==> config.mk <==
export PLATFORM = sky130hd
export DESIGN_NAME = spp_sine
export DESIGN_NICKNAME = d
export VERILOG_FILES = /design/src/rtl/spp_pkg.sv /design/src/rtl/spp_sine.sv
export SDC_FILE = /design/constraint.sdc
export NUM_CORES = 1
export LEC_CHECK = 0
export BUFFER_PORTS_ARGS = -buffer_cell sky130_fd_sc_hd__buf_2
export CAP_MARGIN = 40
export CORE_ASPECT_RATIO = 1.2
export CORE_UTILIZATION = 26
export DETAILED_ROUTE_END_ITERATION = 10
export GPL_TIMING_DRIVEN = 0
export PLACE_DENSITY_LB_ADDON = 0.12
export SLEW_MARGIN = 25
export SYNTH_ARGS = -nofsm -noshare
export SYNTH_HDL_FRONTEND = slang
export SYNTH_SLANG_ARGS = --single-unit
==> constraint.sdc <==
create_clock -name clk_i -period 9.8 [get_ports clk_i]
set_clock_uncertainty 0.1 [all_clocks]
set_input_delay 0.49 -clock clk_i [delete_from_list [all_inputs] [get_ports clk_i]]
set_output_delay 0.49 -clock clk_i [all_outputs]
set_load 0.05 [all_outputs]
==> src/rtl/spp_pkg.sv <==
package spp_pkg;

  // Default build values
  localparam int PHASE_BITS_DEF     = 12;
  localparam int COEF_FRAC_BITS_DEF = 14;

  // Sine pipeline depth in stages
  localparam int SIN_LAT = 5;

  // Odd polynomial for the first-quadrant sine, Q16
  localparam logic [16:0] SIN_A = 17'd102944;
  localparam logic [15:0] SIN_B = 16'd42272;
  localparam logic [12:0] SIN_C = 13'd4864;

  // Configuration register map
  localparam int CFG_IDX_W  = 3;
  localparam int COEF_W     = 16;
  localparam int OFFSET_W   = 9;

  typedef enum logic [CFG_IDX_W-1:0] {
    REG_SIN_THETA   = 3'd0,
    REG_COS_THETA   = 3'd1,
    REG_SIN_PHI     = 3'd2,
    REG_COS_PHI     = 3'd3,
    REG_VIEW_OFFSET = 3'd4
  } cfg_reg_e;

  // Reset values of the view registers
  localparam logic signed [COEF_W-1:0]   SIN_THETA_RST   = -16'sd15901;
  localparam logic signed [COEF_W-1:0]   COS_THETA_RST   = 16'sd3949;
  localparam logic signed [COEF_W-1:0]   SIN_PHI_RST     = -16'sd4299;
  localparam logic signed [COEF_W-1:0]   COS_PHI_RST     = 16'sd15811;
  localparam logic signed [OFFSET_W-1:0] VIEW_OFFSET_RST = 9'sd10;

  // Output field widths
  localparam int SCREEN_W = 10;
  localparam int DEPTH_W  = 11;

endpackage

==> src/rtl/spp_sine.sv <==
module spp_sine import spp_pkg::*; #(
  parameter int PHASE_BITS     = PHASE_BITS_DEF,
  parameter int COEF_FRAC_BITS = COEF_FRAC_BITS_DEF
) (
  input  logic                             clk_i,
  input  logic [SIN_LAT-1:0]               en_i,
  input  logic [PHASE_BITS-1:0]            phase_i,
  output logic signed [COEF_FRAC_BITS+1:0] sine_o
);

  localparam int RW      = PHASE_BITS - 2;
  localparam int QUARTER = 1 << RW;
  localparam int SH      = 16 - COEF_FRAC_BITS;
  localparam int RND     = (1 << SH) >> 1;
  localparam int SNW     = COEF_FRAC_BITS + 2;

  // Stage 1: fold to first quadrant, scale to Q16
  logic [1:0]    quad;
  logic [RW:0]   fold;
  logic [16:0]   z_d;
  logic [16:0]   z_q   [1:4];
  logic          neg_q [1:4];

  always_comb begin
    quad = phase_i[PHASE_BITS-1 -: 2];
    fold = {1'b0, phase_i[RW-1:0]};
    if (quad[0]) begin
      fold = (RW+1)'(QUARTER) - {1'b0, phase_i[RW-1:0]};
    end
    z_d = 17'(fold) << (18 - PHASE_BITS);
  end

  always_ff @(posedge clk_i) begin
    if (en_i[0]) begin
      z_q[1]   <= z_d;
      neg_q[1] <= quad[1];
    end
    for (int k = 2; k <= 4; k++) begin
      if (en_i[k-1]) begin
        z_q[k]   <= z_q[k-1];
        neg_q[k] <= neg_q[k-1];
      end
    end
  end

  // Stage 2: z squared
  logic [33:0] zz_prod;
  logic [16:0] zz2_q, zz3_q;
  assign zz_prod = z_q[1] * z_q[1];

  always_ff @(posedge clk_i) begin
    if (en_i[1]) zz2_q <= zz_prod[32:16];
    if (en_i[2]) zz3_q <= zz2_q;
  end

  // Stage 3: inner term B - z^2 C
  logic [29:0] c_prod;
  logic [15:0] t_q;
  assign c_prod = zz2_q * SIN_C;

  always_ff @(posedge clk_i) begin
    if (en_i[2]) t_q <= SIN_B - 16'(c_prod[29:16]);
  end

  // Stage 4: A - z^2 t
  logic [32:0] t_prod;
  logic [16:0] t2_q;
  assign t_prod = zz3_q * t_q;

  always_ff @(posedge clk_i) begin
    if (en_i[3]) t2_q <= SIN_A - t_prod[32:16];
  end

  // Stage 5: final product, cap, round to coefficient precision, sign
  logic [33:0]                  s_prod;
  logic [17:0]                  s_raw;
  logic [16:0]                  s_cap;
  logic [17:0]                  s_rnd;
  logic [COEF_FRAC_BITS:0]      s_mag;
  logic signed [SNW-1:0]        s_pos;
  logic signed [SNW-1:0]        sine_q;

  always_comb begin
    s_prod = z_q[4] * t2_q;
    s_raw  = s_prod[33:16];
    s_cap  = (s_raw > 18'd65536) ? 17'h10000 : s_raw[16:0];
    s_rnd  = 18'(s_cap) + 18'(RND);
    s_mag  = (COEF_FRAC_BITS+1)'(s_rnd >> SH);
    s_pos  = $signed({1'b0, s_mag});
  end

  always_ff @(posedge clk_i) begin
    if (en_i[4]) sine_q <= neg_q[4] ? -s_pos : s_pos;
  end

  assign sine_o = sine_q;

endmodule

## After elaboration in Yosys (flattened, before gate mapping)

Memory sizes are Yosys's and may differ from the RTL's.
Index checks and enable logic that the tools add are counted.
W data, S select, Z words.

- Add/subtract/negate cells: 5
- Multipliers: 4
- Magnitude comparators: 1
- Muxes and demuxes: 11

Operators by type and width:

| kind | number |
|---|---|
| $mul A17 B17 Y34 | 1 |
| $mul A17 B16 Y33 | 1 |
| $mul A17 B17 Y33 | 1 |
| $mul A17 B5 Y22 const B | 1 |
| $gt A18 B17 Y1 const B | 1 |
| $add A17 B2 Y17 const B | 1 |
| $mux W17 | 1 |
| $sub A17 B17 Y17 const A | 1 |
| $neg A15 Y16 | 1 |
| $sub A16 B14 Y16 const A | 1 |
| $mux W15 | 1 |
| $mux W11 | 1 |
| $sub A11 B10 Y11 const A | 1 |
| $mux W1 | 8 |

- Register bits after elaboration: 83
- RAM bits: 72
- Bits of input ports: 18
- Output and inout bits: 16
- Word-level logic and storage cells: 29
- Memories kept: 2

Memories:

| memory | words | bits a word | read ports | clocked after Yosys merged registers in | wr ports | line | RTL |
|---|---|---|---|---|---|---|---|
| z_q | 4 | 17 | 4 | 0 | 4 | spp_sine.sv:21 | `logic [16:0] z_q [1:4];` |
| neg_q | 4 | 1 | 4 | 0 | 4 | spp_sine.sv:22 | `logic neg_q [1:4];` |

## Logic depth before layout (Yosys ltp)

An unclocked memory read counts as a cell.

- Depth in word-level cells: 7
- Mapped depth: 36
- Gate-level depth less buffers: 32

## Worst setup path before layout

Ideal clock, no wire load.

- Path type: register to register
- Start point: register t2_q[7]
- End point: register sine_q[12] (netlist: sine_o[12]), data pin
- Library setup time: 0.264 ns
- Arrival: 8.381 ns
- Data required time: 9.436 ns
- Setup slack: 1.056 ns
- Stages on the path, launching flop included: 34
- Buffers on the path: 3
- Clock period less this slack: 8.744 ns
- Cells stage by stage: edfxtp_1 -> clkbuf_1 -> and2_1 -> fa_1 -> inv_1 -> fa_1 -> inv_1 -> fa_1 -> fa_1 -> fa_1 -> inv_1 -> fa_1 -> inv_1 -> ha_1 -> nand2_1 -> nor3_2 -> nor3b_1 -> nand2_1 -> nor4bb_1 -> a211oi_2 -> nor3_1 -> a41o_2 -> clkbuf_1 -> and2_1 -> ha_1 -> and3_1 -> clkbuf_1 -> nand2_1 -> or4_1 -> mux2i_1 -> a2111oi_4 -> nor3_1 -> o31ai_1 -> o21ai_1

- Longest elaborated chain between the ends: 6

Ends and longest elaborated chain:

| element | line | RTL |
|---|---|---|
| from (decl) | spp_sine.sv:67 | `logic [16:0] t2_q;` |
| from (signal assigned) | spp_sine.sv:71 | `if (en_i[3]) t2_q <= SIN_A - t_prod[32:16];` |
| $mul A17 B17 Y34 * | spp_sine.sv:84 | `s_prod = z_q[4] * t2_q;` |
| $gt A18 B17 Y1 | spp_sine.sv:86 | `s_cap = (s_raw > 18'd65536) ? 17'h10000 : s_raw[16:0];` |
| $mux W17 * | spp_sine.sv:86 |  |
| $add A17 B2 Y17 * | spp_sine.sv:87 | `s_rnd = 18'(s_cap) + 18'(RND);` |
| $neg A15 Y16 | spp_sine.sv:93 | `if (en_i[4]) sine_q <= neg_q[4] ? -s_pos : s_pos;` |
| $mux W15 * | spp_sine.sv:93 |  |
| to (signal assigned) | spp_sine.sv:93 |  |
| to (decl) | spp_sine.sv:81 | `logic signed [SNW-1:0] sine_q;` |

Mark *: on every way between the ends. The rest lies on a longest branch, timed or not.
A chain may end at the register's enable or synchronous reset.

## Final worst setup path

- Start point: register t2_q[10]
- End point: register sine_q[12] (netlist: sine_o[12]), data pin

Same word-level chain as after synthesis.

==> run_results.csv <==
group,metric,value,unit
setup_path,slowest_stage,"fa_1",
logic_synthesis,ys_seq_area_share,15.1,%
global_route,grt_pass1_vias,20500,
layout,antennaDiodeCount,0,
timing,max_freq,107,MHz
setup_path,crit_path_end_kind,"flop",
drt,dr.pass1.iters,4,
floorplan,row_count,126,
min_path,hold_depth,1,
layout,final_nets,3611,
setup_path,timing.rr.end,"sine_o[12]$_DFFE_PP_",
floorplan,start_util,26.4,%
timing,finalCritPeriodShare,95.5,%
timing,final_hold_viol_count,0,
layout,final_common_cell,"inv_1",
min_path,hold_path.class,"input port to flop",
logic_synthesis,syn_avg_cell_area,9.39,um^2
setup_path,crit_fanout,10,
timing,slew_violations,0,
drt,wirelength,72.4,mm
run,cap_violations,0,
setup_path,critPathArrivalTime,9470,ps
timing,worst_pin_slew,887,ps
setup_path,cpMostUsedCell,"fa_1",
setup_path,rr_startpoint,"t2_q[10]$_DFFE_PP_",
floorplan,die_area,101000,um^2
place,port_buffers,33,
setup_path,crit_required,9910,ps
logic_synthesis,synthCells,2775,
clock_tree,htreeDepth,4,
global_route,antenna_found_initial,1,
timing,relSlewSlack,40.1,%
floorplan,num_io_pins,34,
global_route,grt_pass1_wl,116,mm
setup_path,r2r.worst_path.cells,31,
drt,drc,0,
layout,syn_to_final_growth,10.7,%
min_path,holdPathEnd,"neg_q[0][1]$_DFFE_PP_",
place,dp.final_hpwl,60.4,mm
floorplan,die_y,349,um
min_path,holdCritStartpoint,"phase_i[11]",
timing,min_period,9360,ps
global_route,grt_max_degree,30,
global_route,overflow,0,
logic_synthesis,syn_nets,3532,
setup_path,path_class,"flop to flop",
setup_path,rrSetupSlack,440,ps
setup_path,crit_path_max_incr_delay,610,ps
floorplan,coreArea,98800,um^2
logic_synthesis,yosysWarnings,0,
place,gp_congestion,0.840,
layout,layout_common_cells,"inv_1, fa_1, nand2_1",
clock_tree,cts_root_buf,"clkbuf_16",
timing,finalSetupViolations,0,
drt,drt_iter0_markers,659,
setup_path,worst_setup_path_start_kind,"flop",
place,dp_slack,-850,ps
clock_tree,insertion_delay,480,ps
drt,vias,18500,
logic_synthesis,yosysUniqueCellTypes,88,
timing,setup_slack,441,ps
place,place_area,27800,um^2
layout,drive_gt1_share,6.38,%
drt,avgRoutedWirePerCell,17.5,um
floorplan,die_w,291,um
clock_tree,cts.sinks,131,
layout,fin_area,28800,um^2
global_route,grt_usage,14.9,%
logic_synthesis,synth_edf_count,131,
clock_tree,tritoncts,"done",
drt,antenna_left,0,
clock_tree,numCtsBuffers,17,
logic_synthesis,synth-main-ff-cell,"edfxtp_1",
logic_synthesis,synth-async-reset-ratio,0,%
logic_synthesis,syn_area,26100,um^2
drt,routed_via_density,4.46,
clock_tree,clockBufferDepth,2,
clock_tree,path_clk_slew,70,ps
logic_synthesis,ys_ff_latch,131,
outcome,status,"complete, no violations",
worst max-delay path: cells and delay by family (launching register included):
| kind | cells | cell delay (ps) |
|---|---|---|
| buffers and inverters | 6 | 750 |
| XOR/XNOR | 1 | 310 |
| AO/OA/AOI/OAI | 6 | 1630 |
| adder cells (fa/ha/maj) | 8 | 3660 |
| flip-flops | 1 | 530 |
| multiplexers | 1 | 180 |
| AND/OR/NAND/NOR | 9 | 1900 |
synth_stat cells, types with 3 or more instances:
library cell / count / area (um^2)
a2111oi_0: 4 / 35.0
a211o_1: 5 / 43.8
a211oi_1: 14 / 105
a21o_1: 20 / 150
a21oi_1: 75 / 375
a21oi_2: 4 / 35.0
a311o_1: 5 / 50.1
a311oi_1: 6 / 52.6
a31oi_1: 6 / 37.5
a32oi_1: 4 / 35.0
and2_1: 233 / 1460
and3_1: 13 / 81.3
and4_1: 3 / 26.3
buf_2: 3 / 15.0
buf_6: 6 / 67.6
clkbuf_1: 96 / 360
edfxtp_1: 131 / 3930
fa_1: 416 / 8330
ha_1: 323 / 4040
inv_1: 576 / 2160
mux2i_1: 11 / 110
nand2_1: 369 / 1390
nand2b_1: 11 / 68.8
nand3_1: 28 / 140
nand4_1: 15 / 93.8
nor2_1: 61 / 229
nor2b_1: 10 / 62.6
nor3_1: 23 / 115
nor3b_1: 5 / 37.5
nor4_1: 6 / 37.5
o2111ai_1: 3 / 26.3
o211ai_1: 11 / 82.6
o21a_1: 12 / 90.1
o21ai_0: 39 / 195
o21ai_1: 11 / 55.1
o21bai_1: 11 / 82.6
o31ai_1: 14 / 105
or2_2: 7 / 43.8
or3_1: 12 / 75.1
or4_1: 3 / 22.5
xnor2_1: 74 / 648
xor2_1: 36 / 315
cell type report:
class | instances | area (um^2)
fill | 10500 | 70000
multi-input combinational | 1961 | 19600
sequential | 131 | 3930
inverter | 576 | 2160
tap | 1280 | 1600
buffer | 103 | 500
clock buffer | 17 | 425
timing repair buffer | 64 | 412
clock inverter | 15 | 195
sequential cells by signal, indices dropped and copies added (netlist names):
name	count
sine_o	16
t2_q	17
zz2_q	17
zz3_q	17
z_q	44
neg_q	4
t_q	16
per-layer routing:
metal  global-route usage (%)  vias up  share of wire, %
met1                     17.2     9279                42
met5                        0        -             0.018
met3                     1.99       81               2.3
li1                         -     8918                 -
met2                     28.4      219                53
met4                     4.05        2               2.3
kinds of logic (layout without fill, tap and decap cells):
kind of cell               Yosys count  count (layout)  share of synthesized area [%]
and+or+nand+nor                    817             817                           15.6
buffers and inverters              683             775                           10.1
DFF                                131             131                           15.1
adders and majority gates          739             739                           47.5
xor gates and xnor gates           111             111                           3.76
AOI/OAI and AO/OA                  281             281                           7.43
muxes                               13              13                          0.509
worst max path at each step:
stage | start | to | slack (ps)
global route | z_q[0][75]$_DFFE_PP_ | sine_o[12]$_DFFE_PP_ | -50
finish | t2_q[10]$_DFFE_PP_ | sine_o[12]$_DFFE_PP_ | 440
detailed placement | z_q[0][83]$_DFFE_PP_ | sine_o[12]$_DFFE_PP_ | -850
CTS | z_q[0][83]$_DFFE_PP_ | sine_o[15]$_SDFFCE_PN0P_ | 60
floorplan | t2_q[7]$_DFFE_PP_ | sine_o[12]$_DFFE_PP_ | 1060
global placement | z_q[0][83]$_DFFE_PP_ | sine_o[12]$_DFFE_PP_ | -930
stage by stage:
step	util [%]	std cells	hold slack (ps)	TNS (ps)
after detailed placement	28.2	4089	305	-8000
after global routing	29.2	4147	62.2	-67.3
final	29.2	4147	104	0
after floorplan	-	2775	300	0
after global placement	28.1	4088	301	-8460
after CTS	29.0	4138	57.9	0
timing repair:
action / CTS / global route
resized for setup: 34 / 23
buffers inserted: 21 / 7
hold buffers: 0 / 0
setup endpoints to repair: 12 / 10
pin swaps: 1 / 5
Power is not shown: default switching activity piles up to over one toggle a cycle in this logic, so the estimate is an artifact.
